==> config.mk <==
export PLATFORM = sky130hd
export DESIGN_NAME = kfce_ctrl
export DESIGN_NICKNAME = d
export VERILOG_FILES = /design/src/hw/rtl/kfce_pkg.sv /design/src/hw/rtl/kfce_ctrl.sv
export SDC_FILE = /design/constraint.sdc
export NUM_CORES = 1
export LEC_CHECK = 0
export BUFFER_PORTS_ARGS = -buffer_cell sky130_fd_sc_hd__buf_4
export CAP_MARGIN = 20
export CORE_ASPECT_RATIO = 0.75
export CORE_MARGIN = 2
export CORE_UTILIZATION = 56
export DETAILED_ROUTE_END_ITERATION = 8
export PLACE_DENSITY = 0.91
export SLEW_MARGIN = 15
export SYNTH_ARGS = -nofsm -noshare
export SYNTH_HDL_FRONTEND = slang
export SYNTH_SLANG_ARGS = --single-unit
export TNS_END_PERCENT = 100
==> constraint.sdc <==
create_clock -name clk -period 4.4 [get_ports clk]
set_input_delay 0.44 -clock clk [delete_from_list [all_inputs] [get_ports clk]]
set_output_delay 0.44 -clock clk [all_outputs]
set_load 0.02 [all_outputs]
==> src/hw/rtl/kfce_pkg.sv <==
// ----------------------------------------------------------------------------
// kfce_pkg: shared types and constants for the keyframe curve evaluator
// Item and result words, mode and register codes, controller commands and
// datapath status.
// ----------------------------------------------------------------------------
package kfce_pkg;

  localparam int MAX_KEYS_DEF  = 64;
  localparam int WORDS_PER_KEY = 9;

  // unity in Q16.16 fraction terms
  localparam logic [16:0] Q_ONE = 17'h10000;

  // item modes
  localparam logic [1:0] MODE_WR_TIME   = 2'd0;
  localparam logic [1:0] MODE_WR_WORD   = 2'd1;
  localparam logic [1:0] MODE_EVAL      = 2'd2;
  localparam logic [1:0] MODE_EVAL_WRAP = 2'd3;

  // configuration register indexes
  localparam logic [1:0] CFG_CURVE_KIND = 2'd0;
  localparam logic [1:0] CFG_KEY_COUNT  = 2'd1;

  typedef struct packed {
    logic [1:0]         mode;
    logic [5:0]         key_slot;
    logic [3:0]         word_slot;
    logic signed [31:0] load_data;
    logic signed [31:0] query_time;
  } item_t;

  typedef struct packed {
    logic signed [31:0] out_x;
    logic signed [31:0] out_y;
    logic signed [31:0] out_z;
    logic [6:0]         segment_end;
  } result_t;

  // key time read address select
  typedef enum logic [1:0] {
    TS_LAST = 2'd0,
    TS_IDX  = 2'd1,
    TS_PREV = 2'd2
  } tsel_t;

  // weight set-up for end keys and linear segments
  typedef enum logic [1:0] {
    WG_NONE = 2'd0,
    WG_END  = 2'd1,
    WG_LIN  = 2'd2
  } wgt_t;

  // shared multiplier operand select
  typedef enum logic [2:0] {
    MOP_TERM = 3'd0,
    MOP_WW   = 3'd1,
    MOP_FF   = 3'd2,
    MOP_B0   = 3'd3,
    MOP_B1   = 3'd4,
    MOP_B2   = 3'd5,
    MOP_B3   = 3'd6
  } mop_t;

  // destination of a Bezier weight product
  typedef enum logic [2:0] {
    BST_NONE = 3'd0,
    BST_WW   = 3'd1,
    BST_FF   = 3'd2,
    BST_B0   = 3'd3,
    BST_B1   = 3'd4,
    BST_B2   = 3'd5,
    BST_B3   = 3'd6
  } bst_t;

  typedef struct packed {
    logic       load;
    logic       capture;
    logic       take_last;
    logic       mod_start;
    logic       take_mod;
    logic       clamp;
    logic       start_idx;
    logic       step_idx;
    logic       seg;
    logic       take_t0;
    logic       take_dd;
    logic       take_abs;
    logic       frac_zero;
    logic       frac_sat;
    logic       frac_start;
    logic       frac_take;
    wgt_t       wgt;
    mop_t       mop;
    bst_t       bst;
    tsel_t      tsel;
    logic [1:0] term;
    logic [1:0] comp;
    logic       term_acc;
    logic       comp_done;
    logic       out_load;
  } cmd_t;

  typedef struct packed {
    logic is_load;
    logic n_zero;
    logic wrap_go;
    logic div_busy;
    logic i_lt_n;
    logic t_le_time;
    logic at_end;
    logic f_zero;
    logic f_sat;
    logic bez;
    logic vec;
  } status_t;

endpackage

==> src/hw/rtl/kfce_ctrl.sv <==
// ----------------------------------------------------------------------------
// kfce_ctrl: sequencer for loads and evaluations
// Steps the datapath through wrap, clamp, search, fraction, weights and
// per-component sums, and owns the result valid flag.
// ----------------------------------------------------------------------------
module kfce_ctrl import kfce_pkg::*; (
  input  logic    clk,
  input  logic    rst,
  input  logic    item_valid,
  output logic    item_stall,
  output logic    result_valid,
  input  logic    result_stall,
  output logic    cfg_ready,
  input  status_t status,
  output cmd_t    cmd
);

  typedef enum logic [19:0] {
    S_IDLE  = 20'h00001,
    S_LAST  = 20'h00002,
    S_MODW  = 20'h00004,
    S_CLAMP = 20'h00008,
    S_START = 20'h00010,
    S_SRD   = 20'h00020,
    S_SCMP  = 20'h00040,
    S_SEG   = 20'h00080,
    S_T0    = 20'h00100,
    S_T1    = 20'h00200,
    S_ABS   = 20'h00400,
    S_FPREP = 20'h00800,
    S_FDIVW = 20'h01000,
    S_WGT   = 20'h02000,
    S_BZ    = 20'h04000,
    S_TRD   = 20'h08000,
    S_TMUL  = 20'h10000,
    S_TACC  = 20'h20000,
    S_COMP  = 20'h40000,
    S_OUT   = 20'h80000
  } state_t;

  state_t     state, state_next;
  logic [1:0] term, term_next;
  logic [1:0] comp, comp_next;
  logic [2:0] bzs, bzs_next;
  logic       out_take;
  logic [1:0] term_last;
  logic [1:0] comp_last;

  assign item_stall = (state != S_IDLE);
  assign cfg_ready  = (state == S_IDLE);
  assign out_take   = result_valid && !result_stall;

  always_comb begin
    term_last = status.at_end ? 2'd0 : (status.bez ? 2'd3 : 2'd1);
    comp_last = status.vec ? 2'd2 : 2'd0;
  end

  // next state and commands
  always_comb begin
    state_next = state;
    term_next  = term;
    comp_next  = comp;
    bzs_next   = bzs;
    cmd        = '0;
    cmd.tsel   = TS_IDX;
    cmd.mop    = MOP_TERM;
    cmd.bst    = BST_NONE;
    cmd.wgt    = WG_NONE;
    cmd.term   = term;
    cmd.comp   = comp;
    case (state)
      S_IDLE: begin
        cmd.tsel = TS_LAST;
        if (item_valid) begin
          if (status.is_load) begin
            cmd.load = 1'b1;
          end else if (!status.n_zero) begin
            cmd.capture = 1'b1;
            state_next  = S_LAST;
          end
        end
      end
      S_LAST: begin
        cmd.take_last = 1'b1;
        if (status.wrap_go) begin
          cmd.mod_start = 1'b1;
          state_next    = S_MODW;
        end else begin
          state_next = S_CLAMP;
        end
      end
      S_MODW: begin
        if (!status.div_busy) begin
          cmd.take_mod = 1'b1;
          state_next   = S_CLAMP;
        end
      end
      S_CLAMP: begin
        cmd.clamp  = 1'b1;
        state_next = S_START;
      end
      S_START: begin
        cmd.start_idx = 1'b1;
        state_next    = S_SRD;
      end
      S_SRD: begin
        state_next = status.i_lt_n ? S_SCMP : S_SEG;
      end
      S_SCMP: begin
        if (status.t_le_time) begin
          cmd.step_idx = 1'b1;
          state_next   = S_SRD;
        end else begin
          state_next = S_SEG;
        end
      end
      S_SEG: begin
        cmd.seg   = 1'b1;
        cmd.tsel  = TS_PREV;
        term_next = 2'd0;
        comp_next = 2'd0;
        if (status.at_end) begin
          cmd.wgt    = WG_END;
          state_next = S_TRD;
        end else begin
          state_next = S_T0;
        end
      end
      S_T0: begin
        cmd.take_t0 = 1'b1;
        state_next  = S_T1;
      end
      S_T1: begin
        cmd.take_dd = 1'b1;
        state_next  = S_ABS;
      end
      S_ABS: begin
        cmd.take_abs = 1'b1;
        state_next   = S_FPREP;
      end
      S_FPREP: begin
        if (status.f_zero) begin
          cmd.frac_zero = 1'b1;
          state_next    = S_WGT;
        end else if (status.f_sat) begin
          cmd.frac_sat = 1'b1;
          state_next   = S_WGT;
        end else begin
          cmd.frac_start = 1'b1;
          state_next     = S_FDIVW;
        end
      end
      S_FDIVW: begin
        if (!status.div_busy) begin
          cmd.frac_take = 1'b1;
          state_next    = S_WGT;
        end
      end
      S_WGT: begin
        if (status.bez) begin
          bzs_next   = 3'd0;
          state_next = S_BZ;
        end else begin
          cmd.wgt    = WG_LIN;
          state_next = S_TRD;
        end
      end
      // weight products, each stored in the cycle after it is formed
      S_BZ: begin
        bzs_next = bzs + 3'd1;
        case (bzs)
          3'd0: cmd.mop = MOP_WW;
          3'd1: begin
            cmd.mop = MOP_FF;
            cmd.bst = BST_WW;
          end
          3'd2: begin
            cmd.mop = MOP_B0;
            cmd.bst = BST_FF;
          end
          3'd3: begin
            cmd.mop = MOP_B1;
            cmd.bst = BST_B0;
          end
          3'd4: begin
            cmd.mop = MOP_B2;
            cmd.bst = BST_B1;
          end
          3'd5: begin
            cmd.mop = MOP_B3;
            cmd.bst = BST_B2;
          end
          default: begin
            cmd.bst    = BST_B3;
            state_next = S_TRD;
          end
        endcase
      end
      S_TRD: begin
        state_next = S_TMUL;
      end
      S_TMUL: begin
        state_next = S_TACC;
      end
      S_TACC: begin
        cmd.term_acc = 1'b1;
        if (term == term_last) begin
          state_next = S_COMP;
        end else begin
          term_next  = term + 2'd1;
          state_next = S_TRD;
        end
      end
      S_COMP: begin
        cmd.comp_done = 1'b1;
        if (comp == comp_last) begin
          state_next = S_OUT;
        end else begin
          comp_next  = comp + 2'd1;
          term_next  = 2'd0;
          state_next = S_TRD;
        end
      end
      S_OUT: begin
        if (!result_valid || !result_stall) begin
          cmd.out_load = 1'b1;
          state_next   = S_IDLE;
        end
      end
      default: begin
        state_next = S_IDLE;
      end
    endcase
  end

  // state and counters
  always_ff @(posedge clk) begin
    if (rst) begin
      state        <= S_IDLE;
      term         <= 2'd0;
      comp         <= 2'd0;
      bzs          <= 3'd0;
      result_valid <= 1'b0;
    end else begin
      state <= state_next;
      term  <= term_next;
      comp  <= comp_next;
      bzs   <= bzs_next;
      if (cmd.out_load) begin
        result_valid <= 1'b1;
      end else if (out_take) begin
        result_valid <= 1'b0;
      end
    end
  end

endmodule
==> impl_metrics.env <==
export IMPL_synthCells=238
export IMPL_final_area_sq_um=2250
export IMPL_synth_most_common_cell="nor2_1"
export IMPL_ys_top_cells_by_count="31 x nor2_1, 28 x dfxtp_1, 19 x a21oi_1"
export IMPL_grt_max_degree=21
export IMPL_yosys_warnings=0
export IMPL_n_antenna_cell=0
export IMPL_placementRows=17
export IMPL_numPortBuffers=50
export IMPL_vias=1962
export IMPL_worst_slew_pin_slew_ns=0.676
export IMPL_setup_viol=0
export IMPL_core_area_sq_um=3020
export IMPL_antenna_found_initial=0
export IMPL_dr_pass1_iters=4
export IMPL_cts_resized=0
export IMPL_arrival_ns=2.94
export IMPL_path_class="register to output pin"
export IMPL_clk_latency_ns=0.28
export IMPL_drc=0
export IMPL_period_share_pct=76.8
export IMPL_grt_pass1_wl_um=7670
export IMPL_min_period_ns=3.38
export IMPL_clk_pin_slew_worst_paths_ns=0.09
export IMPL_synth_area_top_cells="dfxtp_1 31%, nor2_1 6.4%, a21oi_1 5.2%"
export IMPL_yosys_cell_types_count=47
export IMPL_hold_class="input port to register"
export IMPL_nNetsFinal=303
export IMPL_critPathMaxFanout=8
export IMPL_fin_ws_ns=1.02
export IMPL_whs_ns=0.365
export IMPL_cts_buffer_depth=2
export IMPL_peakVddDrop_mv=0.311
export IMPL_cts_max_level=1
export IMPL_grt_overflow=0
export IMPL_numCtsBuffers=3
export IMPL_final_setup_tns_ns=0
export IMPL_dp_hpwl_um=3580
export IMPL_max_freq_mhz=296
export IMPL_syn_area_per_cell_sq_um=7.65
export IMPL_drt_iter0_drc=287
export IMPL_synth_seq_cells=28
export IMPL_ant_nets=0
export IMPL_power_density_nw_per_um2=280
export IMPL_routedWlPerCell_um=14.8
export IMPL_worstPathRequired_ns=3.96
export IMPL_place_area_sq_um=2200
export IMPL_die_area_sq_um=3730
export IMPL_die_y_um=53.4
export IMPL_cts_sinks=28
export IMPL_hold_violations=0
export IMPL_cts_root_buf="clkbuf_8"
export IMPL_synth_top_area_cell="dfxtp_1"
export IMPL_worstSetupStartpointType="register"
export IMPL_postCtsSetupBuffers=0
export IMPL_viasPerCell=6.13
export IMPL_synth_edf_count=0
export IMPL_routabilityCongestion=0.853
export IMPL_die_x_um=69.9
export IMPL_start_util_pct=60.3
export IMPL_yosys_area_top_type_share_pct=30.8
export IMPL_area_growth_pct=23.6
export IMPL_cts_tree="done"
export IMPL_rsz0062_at_grt="no"
export IMPL_track_usage_pct=26.0
export IMPL_synthFlopType="dfxtp_1"
export IMPL_syn_num_nets=258
export IMPL_ctsHoldBuffers=0
export IMPL_drv_slew=0
export IMPL_wirelength_um=4730
export IMPL_ios=51
export IMPL_mappedNetlistArea_sq_um=1820
export IMPL_drive_gt1_share_pct=22.0
export IMPL_seq_area_frac_synth_pct=30.8
export IMPL_grt_pass1_vias=1596
export IMPL_cp_end_kind="output pin"
export IMPL_leakagePower_nw=0.908
export IMPL_cap_violations=0
export IMPL_slew_headroom_pct=54.6
export IMPL_dp_slack_ns=1.39
export IMPL_fin_worst_skew_ns=0.00561
export IMPL_status="complete, no violations"
export IMPL_async_flop_share_pct=0
through the flow:
stage | instances | utilization, % | total power, mW
floorplan | 238 | - | 0.404
global placement | 316 | 72.7 | 0.464
detailed placement | 316 | 72.7 | 0.467
CTS | 320 | 74.5 | 0.628
global route | 320 | 74.5 | 0.657
finish | 320 | 74.5 | 0.631
placed cells by master (no fill, tap or decap), types with 3 or more instances in the layout:
master / n
buf_4: 50
nor2_1: 31
dfxtp_1: 28
a21oi_1: 19
nand2_1: 17
nor4_1: 13
inv_1: 13
nor3_1: 11
or4_1: 9
nand2b_1: 8
nor3b_1: 7
nand3b_1: 5
nor4b_1: 5
o21ai_0: 5
ha_1: 5
and3_1: 4
nand3_1: 4
and2_1: 4
clkbuf_8: 4
or3_1: 3
xnor2_1: 3
xor2_1: 3
a31oi_1: 3
report_power, final:
group	switching [mW]	internal [mW]	total (mW)
logic	0.122	0.0776	0.200
clock network	0.0811	0.0803	0.161
registers	0.0100	0.260	0.270
registers in the layout, indices dropped and copies added (netlist names):
name	flops
term	2
state	20
comp	2
bzs	3
result_valid	1
metal layers:
metal	vias up	part of all wire, %	track usage, %
li1	960	-	-
met1	876	46	36.2
met2	124	43	41.6
met3	2	11	7.05
met4	0	0.17	3.53
met5	-	0	0
kinds of logic after synthesis:
kind of cell	synth area share, %
AO/OA/AOI/OAI	13.3
XOR/XNOR	2.89
adder cells (fa/ha/maj)	3.43
buffers and inverters	5.36
flip-flops	30.8
multiplexers	1.79
AND/OR/NAND/NOR	42.5
area by class of cell:
type                    count  area, sq um
clock buffers               4         55.1
fillers                   238          769
inverters                  13         48.8
multi-input cells         187         1160
flip-flops and latches     28          561
well taps                  38         47.5
repair buffers             50          375
worst max-delay path, stage by stage, from the launching register on:
cell and delay [ns]:
dfxtp_1 0.36, or4_1 0.67, or4_1 0.69, nor4_4 0.54, and2_1 0.25, buf_4 0.15
path summary, 6_finish.rpt:
path | startpoint | to | slack (ns) | cells after the start
max | state[8] | cmd[15] | 1.02 | 5
min | status[4] | state[8] | 0.37 | 2
max reg2reg | state[8] | state[4] | 1.46 | 6
min reg2reg | result_valid | result_valid | 0.50 | 2
No activity file was read; power rests on OpenSTA's default activity.
